<file path="src/sv/sbprt_pkg.sv">
// ----------------------------------------------------------------------------
// sbprt_pkg
// shared constants and types of the spectral bin peak/rms tracker
// ----------------------------------------------------------------------------
`default_nettype none

package sbprt_pkg;

  localparam int BINS     = 32;
  localparam int BIN_W    = $clog2(BINS);
  localparam int IDX_W    = 5;
  localparam int VAL_W    = 24;
  localparam int RAD_W    = 2 * VAL_W;
  localparam int SQ_STEPS = VAL_W;
  localparam int CNT_W    = $clog2(SQ_STEPS);

  localparam logic KIND_UPDATE = 1'b0;
  localparam logic KIND_READ   = 1'b1;

  typedef struct packed {
    logic [VAL_W-1:0] level;
    logic [VAL_W-1:0] all_time;
    logic [VAL_W-1:0] peak;
  } entry_t;

  typedef struct packed {
    logic capture;
    logic sq1;
    logic sq2;
    logic sum;
    logic root;
    logic finish;
  } dp_cmd_t;

  typedef struct packed {
    logic is_update;
    logic in_range;
    logic root_last;
    logic out_busy;
  } dp_sts_t;

endpackage

`default_nettype wire

</file>
<file path="src/sv/sbprt_ctrl.sv">
// ----------------------------------------------------------------------------
// sbprt_ctrl
// item sequencer: load, square, sum and bit-serial root (updates only), write back
// ----------------------------------------------------------------------------
`default_nettype none

module sbprt_ctrl (
  input  wire logic              clk,
  input  wire logic              rst_n,
  input  wire logic              in_valid,
  output logic                   in_ready,
  input  wire sbprt_pkg::dp_sts_t sts,
  output sbprt_pkg::dp_cmd_t     cmd
);

  typedef enum logic [2:0] {
    S_IDLE,
    S_LOAD,
    S_SQ2,
    S_SUM,
    S_ROOT,
    S_DONE
  } state_t;

  state_t state_r;
  state_t state_nxt;

  always_comb begin
    state_nxt = state_r;
    case (state_r)
      S_IDLE: begin
        if (in_valid) begin
          state_nxt = S_LOAD;
        end
      end
      S_LOAD: begin
        if (sts.is_update && sts.in_range) begin
          state_nxt = S_SQ2;
        end else begin
          state_nxt = S_DONE;
        end
      end
      S_SQ2:  state_nxt = S_SUM;
      S_SUM:  state_nxt = S_ROOT;
      S_ROOT: begin
        if (sts.root_last) begin
          state_nxt = S_DONE;
        end
      end
      S_DONE: begin
        if (!sts.out_busy) begin
          state_nxt = S_IDLE;
        end
      end
      default: state_nxt = S_IDLE;
    endcase
  end

  always_ff @(posedge clk) begin
    if (!rst_n) begin
      state_r <= S_IDLE;
    end else begin
      state_r <= state_nxt;
    end
  end

  assign in_ready    = (state_r == S_IDLE);
  assign cmd.capture = (state_r == S_IDLE) && in_valid;
  assign cmd.sq1     = (state_r == S_LOAD) && sts.is_update && sts.in_range;
  assign cmd.sq2     = (state_r == S_SQ2);
  assign cmd.sum     = (state_r == S_SUM);
  assign cmd.root    = (state_r == S_ROOT);
  assign cmd.finish  = (state_r == S_DONE) && !sts.out_busy;

endmodule

`default_nettype wire

</file>
<file path="src/sv/sbprt_dp.sv">
// ----------------------------------------------------------------------------
// sbprt_dp
// bin store, squaring multiplier, bit-serial square root and result register
// ----------------------------------------------------------------------------
`default_nettype none

module sbprt_dp (
  input  wire logic                              clk,
  input  wire logic                              rst_n,
  input  wire logic                              in_kind,
  input  wire logic [sbprt_pkg::IDX_W-1:0]       in_bin,
  input  wire logic [sbprt_pkg::VAL_W-1:0]       in_mag,
  input  wire logic                              in_clr,
  input  wire sbprt_pkg::dp_cmd_t                cmd,
  output sbprt_pkg::dp_sts_t                     sts,
  output logic [sbprt_pkg::VAL_W-1:0]            out_peak,
  output logic [sbprt_pkg::VAL_W-1:0]            out_all_time,
  output logic [sbprt_pkg::VAL_W-1:0]            out_level,
  output logic                                   out_changed,
  output logic                                   out_new_max,
  output logic                                   out_valid,
  input  wire logic                              out_ready
);

  logic                            kind_r;
  logic [sbprt_pkg::IDX_W-1:0]     bin_r;
  logic [sbprt_pkg::VAL_W-1:0]     mag_r;
  logic                            clr_r;

  sbprt_pkg::entry_t               mem_r [sbprt_pkg::BINS];
  logic [sbprt_pkg::BINS-1:0]      vld_r;
  sbprt_pkg::entry_t               rd_r;
  logic                            rd_vld_r;
  sbprt_pkg::entry_t               cur;

  logic [sbprt_pkg::BIN_W-1:0]     cap_idx;
  logic [sbprt_pkg::BIN_W-1:0]     idx;
  logic                            in_range;

  logic [sbprt_pkg::VAL_W-1:0]     mul_a;
  logic [sbprt_pkg::RAD_W-1:0]     mul_p;
  logic [sbprt_pkg::RAD_W-1:0]     prod_r;
  logic [sbprt_pkg::RAD_W:0]       sum_r;
  logic [sbprt_pkg::RAD_W:0]       tot;
  logic [sbprt_pkg::RAD_W-1:0]     rad_r;
  logic [sbprt_pkg::VAL_W:0]       rem_r;
  logic [sbprt_pkg::VAL_W-1:0]     root_r;
  logic [sbprt_pkg::CNT_W-1:0]     cnt_r;
  logic [sbprt_pkg::VAL_W+2:0]     rem_t;
  logic [sbprt_pkg::VAL_W+2:0]     trial;
  logic [sbprt_pkg::VAL_W+2:0]     diff;
  logic                            ge;

  logic                            chg_r;
  logic                            maxf_r;
  logic                            chg_nxt;
  logic                            maxf_nxt;
  logic                            wr_en;
  sbprt_pkg::entry_t               wr_ent;
  sbprt_pkg::entry_t               res_nxt;
  logic                            peak_up;
  logic                            max_up;

  sbprt_pkg::entry_t               res_r;
  logic                            out_chg_r;
  logic                            out_maxf_r;
  logic                            out_valid_r;

  assign cap_idx  = sbprt_pkg::BIN_W'(in_bin);
  assign idx      = sbprt_pkg::BIN_W'(bin_r);
  assign in_range = (int'(bin_r) < sbprt_pkg::BINS);
  assign cur      = rd_vld_r ? rd_r : '0;

  // item capture and store read
  always_ff @(posedge clk) begin
    if (cmd.capture) begin
      kind_r   <= in_kind;
      bin_r    <= in_bin;
      mag_r    <= in_mag;
      clr_r    <= in_clr;
      rd_r     <= mem_r[cap_idx];
      rd_vld_r <= vld_r[cap_idx];
    end
  end

  // store write
  always_ff @(posedge clk) begin
    if (cmd.finish && wr_en) begin
      mem_r[idx] <= wr_ent;
    end
  end

  always_ff @(posedge clk) begin
    if (!rst_n) begin
      vld_r <= '0;
    end else if (cmd.finish && wr_en) begin
      vld_r[idx] <= 1'b1;
    end
  end

  // shared squaring multiplier
  assign mul_a = cmd.sq1 ? cur.level : mag_r;
  assign mul_p = mul_a * mul_a;
  assign tot   = sum_r + {1'b0, prod_r};

  // one root bit per step
  assign rem_t = {rem_r, rad_r[sbprt_pkg::RAD_W-1 -: 2]};
  assign trial = {1'b0, root_r, 2'b01};
  assign ge    = (rem_t >= trial);
  assign diff  = rem_t - trial;

  always_ff @(posedge clk) begin
    if (cmd.sq1) begin
      prod_r <= mul_p;
    end
    if (cmd.sq2) begin
      sum_r  <= {1'b0, prod_r};
      prod_r <= mul_p;
    end
    if (cmd.sum) begin
      rad_r  <= tot[sbprt_pkg::RAD_W:1];
      rem_r  <= '0;
      root_r <= '0;
      cnt_r  <= '0;
    end
    if (cmd.root) begin
      rem_r  <= ge ? diff[sbprt_pkg::VAL_W:0] : rem_t[sbprt_pkg::VAL_W:0];
      root_r <= {root_r[sbprt_pkg::VAL_W-2:0], ge};
      rad_r  <= rad_r << 2;
      cnt_r  <= cnt_r + 1'b1;
    end
  end

  // result and write-back entry
  always_comb begin
    res_nxt  = '0;
    wr_en    = 1'b0;
    wr_ent   = cur;
    chg_nxt  = chg_r;
    maxf_nxt = maxf_r;
    peak_up  = (mag_r > cur.peak);
    max_up   = (mag_r >= cur.all_time);
    if (in_range) begin
      if (kind_r == sbprt_pkg::KIND_UPDATE) begin
        wr_en           = 1'b1;
        wr_ent.peak     = peak_up ? mag_r : cur.peak;
        wr_ent.all_time = max_up ? mag_r : cur.all_time;
        wr_ent.level    = root_r;
        chg_nxt         = chg_r | peak_up;
        maxf_nxt        = maxf_r | max_up;
        res_nxt         = wr_ent;
      end else begin
        res_nxt = cur;
        if (bin_r == '0) begin
          chg_nxt  = 1'b0;
          maxf_nxt = 1'b0;
        end
        if (clr_r) begin
          wr_en        = 1'b1;
          wr_ent.peak  = '0;
          wr_ent.level = '0;
        end
      end
    end
  end

  always_ff @(posedge clk) begin
    if (cmd.finish) begin
      res_r      <= res_nxt;
      out_chg_r  <= chg_nxt;
      out_maxf_r <= maxf_nxt;
    end
  end

  always_ff @(posedge clk) begin
    if (!rst_n) begin
      chg_r       <= 1'b0;
      maxf_r      <= 1'b0;
      out_valid_r <= 1'b0;
    end else begin
      if (cmd.finish) begin
        chg_r       <= chg_nxt;
        maxf_r      <= maxf_nxt;
        out_valid_r <= 1'b1;
      end else if (out_ready) begin
        out_valid_r <= 1'b0;
      end
    end
  end

  assign sts.is_update = (kind_r == sbprt_pkg::KIND_UPDATE);
  assign sts.in_range  = in_range;
  assign sts.root_last = (cnt_r == sbprt_pkg::CNT_W'(sbprt_pkg::SQ_STEPS - 1));
  assign sts.out_busy  = out_valid_r && !out_ready;

  assign out_peak     = res_r.peak;
  assign out_all_time = res_r.all_time;
  assign out_level    = res_r.level;
  assign out_changed  = out_chg_r;
  assign out_new_max  = out_maxf_r;
  assign out_valid    = out_valid_r;

`ifndef ASSERT_OFF
  a_update_order: assert property (@(posedge clk) disable iff (!rst_n)
    (cmd.finish && in_range && kind_r == sbprt_pkg::KIND_UPDATE) |=>
      (res_r.peak >= $past(mag_r) && res_r.all_time >= $past(mag_r) &&
       res_r.peak <= res_r.all_time))
    else $error("update result below magnitude or peak above all-time peak");

  a_rms_bound: assert property (@(posedge clk) disable iff (!rst_n)
    (cmd.finish && in_range && kind_r == sbprt_pkg::KIND_UPDATE) |->
      (root_r <= cur.level || root_r <= mag_r))
    else $error("rms level above both inputs");

  a_bin0_clear: assert property (@(posedge clk) disable iff (!rst_n)
    (cmd.finish && kind_r == sbprt_pkg::KIND_READ && bin_r == '0) |=>
      (!out_chg_r && !out_maxf_r && !chg_r && !maxf_r))
    else $error("readout of bin zero left a sticky flag set");
`endif

endmodule

`default_nettype wire

</file>
<file path="src/sv/spectral_bin_peak_rms_tracker_core.sv">
// ----------------------------------------------------------------------------
// spectral_bin_peak_rms_tracker_core
// per-bin peak hold, all-time peak and running rms level tracker
// ----------------------------------------------------------------------------
// items are taken one at a time: in_tready is high only in the idle state
// updates load, square, sum, run the 24-step bit-serial square root and write
// back; readouts load and finish, and both wait while the output is full
// a finished item may wait in the output register while the next is taken
// reset: synchronous rst_n clears per-bin valid bits and both sticky flags,
// so every bin reads as zero at once with no clearing pass
`default_nettype none

module spectral_bin_peak_rms_tracker_core (
  input  wire logic        clk,
  input  wire logic        rst_n,
  input  wire logic        in_tvalid,
  output logic             in_tready,
  input  wire logic [31:0] in_tdata,   // bin_index, magnitude, clear_after_read
  input  wire logic        in_tuser,   // kind
  output logic             out_tvalid,
  input  wire logic        out_tready,
  output logic [79:0]      out_tdata   // peak_value, all_time_peak, level_value,
                                       // peak_changed, new_maximum
);

  sbprt_pkg::dp_cmd_t              cmd;
  sbprt_pkg::dp_sts_t              sts;
  logic [sbprt_pkg::VAL_W-1:0]     peak_value;
  logic [sbprt_pkg::VAL_W-1:0]     all_time_peak;
  logic [sbprt_pkg::VAL_W-1:0]     level_value;
  logic                            peak_changed;
  logic                            new_maximum;

  sbprt_ctrl u_ctrl (
    .clk      (clk),
    .rst_n    (rst_n),
    .in_valid (in_tvalid),
    .in_ready (in_tready),
    .sts      (sts),
    .cmd      (cmd)
  );

  sbprt_dp u_dp (
    .clk          (clk),
    .rst_n        (rst_n),
    .in_kind      (in_tuser),
    .in_bin       (in_tdata[4:0]),
    .in_mag       (in_tdata[28:5]),
    .in_clr       (in_tdata[29]),
    .cmd          (cmd),
    .sts          (sts),
    .out_peak     (peak_value),
    .out_all_time (all_time_peak),
    .out_level    (level_value),
    .out_changed  (peak_changed),
    .out_new_max  (new_maximum),
    .out_valid    (out_tvalid),
    .out_ready    (out_tready)
  );

  assign out_tdata = {6'b0, new_maximum, peak_changed, level_value, all_time_peak,
                      peak_value};

endmodule

`default_nettype wire
</file>
<file path="config.mk">
export PLATFORM = sky130hd
export DESIGN_NAME = spectral_bin_peak_rms_tracker_core
export DESIGN_NICKNAME = d
export VERILOG_FILES = /design/src/sv/sbprt_pkg.sv /design/src/sv/sbprt_ctrl.sv /design/src/sv/sbprt_dp.sv /design/src/sv/spectral_bin_peak_rms_tracker_core.sv
export SDC_FILE = /design/constraint.sdc
export NUM_CORES = 2
export LEC_CHECK = 0
export BUFFER_PORTS_ARGS = -buffer_cell sky130_fd_sc_hd__buf_4
export CAP_MARGIN = 20
export CORE_ASPECT_RATIO = 0.5
export CORE_MARGIN = 4
export CORE_UTILIZATION = 40
export DETAILED_ROUTE_END_ITERATION = 7
export PLACE_DENSITY = 0.55
export SLEW_MARGIN = 20
export SYNTH_ARGS = -nofsm -noshare
export SYNTH_HDL_FRONTEND = slang
export SYNTH_SLANG_ARGS = --single-unit
export TNS_END_PERCENT = 10
</file>
<file path="constraint.sdc">
create_clock -name clk -period 8.8 [get_ports clk]
set_input_delay 0.44 -clock clk [delete_from_list [all_inputs] [get_ports clk]]
set_output_delay 0.44 -clock clk [all_outputs]
set_load 0.02 [all_outputs]
</file>
==> results.ini <==
[sta]
setup_viol=0
fmax_ghz=0.120
post-route-min-period_ns=8.34
worst_pin_slew_ns=1.15
fin_crit_sh_pct=94.8
finalHoldViolCount=0
fin_tns_setup_ns=0
final_max_slew_viol_count=0
slew-limit-headroom_pct=23.1
fin_skew_ns=0.130
rsz0062_at_grt=false

[worst_setup_path]
r2r-start=u_dp.kind_r
worst_setup_path_end_kind=register
crit_start=u_dp.kind_r
crit_family=adder cells
crit_slowest_cell=fa_1
endpoint=u_dp.prod_r[46]
ff2ff_path_depth=27
crit_fanout=28
crit_required_ns=9.42
setup.reg_to_reg.worst_slack_ns=0.46
worst-path-stages=27
crit_top_cell=fa_1
path_class=register to register
critical_path_buf_inv_count=7
cp-start-kind=register
r2r-end=u_dp.prod_r[46]
arrival_ns=8.96
critPathMaxStageDelay_ns=0.55

[layout]
area_growth_pct=13.1
mostFrequentLayoutCells=edfxtp_1 (2676), mux4_2 (730), inv_1 (700)
drive_gt1_share_pct=22.3
finish.net_count=8002
final_common_cell=edfxtp_1

[logic_synthesis]
synth-compound-area-share_pct=2.81
synth_top_family_by_area=multiplexers
ys_ff_latch=2716
synth_top_area_share_pct=64.9
synth-xor-area-share_pct=0.792
mappedNetlistArea_sq_um=124000
synthAdderAreaFrac_pct=9.76
async_flop_share_pct=0
ys_types=77
synthMuxAreaShare_pct=14.7
yosysTopAreaCell=edfxtp_1
synthCells=6916
synthSimpleGateAreaFrac_pct=3.28
netlist_top_cells_area=edfxtp_1 (65%), mux4_2 (13%), fa_1 (6.8%)
synth_edf_count=2676
yosysSeqAreaShare_pct=65.5
synth_warnings=0
syn-mean-instance-area_sq_um=17.9
synth_ff_type=edfxtp_1

[place]
place_congestion=0.847
io_buffers=110
dp_hpwl_microns=202000

[routing]
drc=0
wl_microns=342000
drt_first_iter_violations=7590
ant_nets=0
firstDrtPassIters=6
routed_via_density=5.61
wl_per_cell_microns=29.6
vias=64800

[clocking]
htreeDepth=4
cts.sinks=2716
cts.clk_slew.worst_paths_ns=0.07
cts-root-buf=clkbuf_16
cts_inserted_buffers=247
clockBufferDepth=4
clk_latency_ns=0.93
cts_tree=built
cts_setup_buffers=0

[global_route]
grt_pass1_wl_microns=487000
antenna_found_initial=12
gr-usage-met3_pct=4.45
grt_overflow=0
track_usage_pct=21.2
busiest_layer=met2
grtUsageMet1_pct=31.3
met2_usage_pct=32.3
grt_pass1_vias=65500
grt_max_degree=126

[run_status]
status=finished clean

[floorplanning]
num_rows=144
ios=119
core_area_sq_um=308000
die_w_microns=795
die_area_sq_um=319000
initial_utilization_pct=40.2
die_y_microns=401

[run]
cap_violations=0

[hold_path]
min_path_type=input pin to register

[how the worst min path moves through the flow]
stage / to / from / cells past startpoint
2_1_floorplan: u_dp.sum_r[0] / u_dp.prod_r[0] / 0
3_3_place_gp: u_dp.vld_r[18] / u_dp.vld_r[18] / 1
3_5_place_dp: u_dp.vld_r[18] / u_dp.vld_r[18] / 1
4_1_cts: u_dp.mag_r[19] / in_tdata[24] / 2
5_1_grt: u_dp.mag_r[5] / in_tdata[10] / 2
6_report: u_dp.mag_r[5] / in_tdata[10] / 2
[state kept, by name (all words and copies together) (netlist names), 3 cells and up]
register / flops
u_ctrl.state_r: 3
u_dp.bin_r: 5
u_dp.cnt_r: 5
u_dp.mag_r: 24
u_dp.mem_r: 2304
u_dp.out_all_time: 24
u_dp.out_level: 24
u_dp.out_peak: 24
u_dp.prod_r: 47
u_dp.rad_r: 48
u_dp.rd_r: 72
u_dp.rem_r: 25
u_dp.root_r: 24
u_dp.sum_r: 47
u_dp.vld_r: 32
[cell families (layout without fill, tap and decap cells)]
logic type	Yosys count	in the layout
other cells	1	9
simple gates	920	920
buf+inv	1014	1550
compound gates	546	546
xor+xnor	112	112
fa+ha+maj	713	713
mux	894	894
flops	2716	2716
[worst register-to-register path: cells and delay by family (launching register included)]
family / cells / cell delay [ns]
adder cells (fa/ha/maj): 8 / 3.79
AND/OR/NAND/NOR: 3 / 0.98
buffers and inverters: 7 / 0.83
flip-flops: 1 / 0.40
AO/OA/AOI/OAI: 9 / 2.12
[Yosys cell counts, types with 16 or more instances]
| library cell | number |
|---|---|
| fa_1 | 422 |
| ha_1 | 291 |
| a21oi_1 | 135 |
| mux4_2 | 730 |
| o22ai_1 | 27 |
| mux2_2 | 75 |
| o21a_1 | 58 |
| buf_1 | 62 |
| nor2b_1 | 21 |
| edfxtp_1 | 2676 |
| clkbuf_1 | 223 |
| a31oi_1 | 16 |
| dfxtp_1 | 40 |
| nor2_1 | 262 |
| o21ai_0 | 118 |
| o21bai_1 | 17 |
| and3_1 | 17 |
| nand3_1 | 67 |
| a21o_1 | 70 |
| nand4_1 | 27 |
| xor2_1 | 37 |
| inv_1 | 701 |
| nand2_1 | 385 |
| xnor2_1 | 75 |
| o21ai_1 | 21 |
| and2_1 | 38 |
| mux2i_1 | 89 |
| nor3_1 | 23 |
| nand2b_1 | 37 |
[repair_timing]
action                                 4_1_cts  5_1_grt
hold buffers                                29        0
gates resized for setup                      0        3
endpoints found under the hold margin       43        0
setup endpoints to repair                    0        8
[per-stage QoR]
| stage | cells | worst slack [ns] | util [%] | cell area, sq um | hold slack, ns |
|---|---|---|---|---|---|
| 6_report | 11500 | 0.458 | 45.5 | 140000 | 0.227 |
| 5_1_grt | 11500 | 0.0231 | 45.5 | 140000 | 0.190 |
| 4_1_cts | 11500 | 0.0660 | 45.4 | 140000 | 0.169 |
| 3_5_place_dp | 11100 | 0.105 | 42.7 | 132000 | 0.448 |
| 3_3_place_gp | 11100 | 0.196 | 42.7 | 132000 | 0.441 |
| 2_1_floorplan | 6921 | 0.404 | - | 124000 | 0.426 |
[routing by layer]
| layer | share of wire, % | wire length [microns] |
|---|---|---|
| met5 | 0.0038 | 13 |
| met4 | 2.5 | 8400 |
| met3 | 8.1 | 27700 |
| met2 | 45 | 155000 |
| met1 | 44 | 151000 |
[final cells by class]
cell class	count	area, sq um
tap	4088	5110
inverter	708	2660
fill	26500	168000
antenna	3	7.51
clock inverter	144	1330
timing repair buffer	388	3470
sequential	2716	81200
multi-input combinational	3191	39900
clock buffer	310	6510
Power is not shown: default switching activity piles up to over one toggle a cycle in this logic, so the estimate is an artifact.
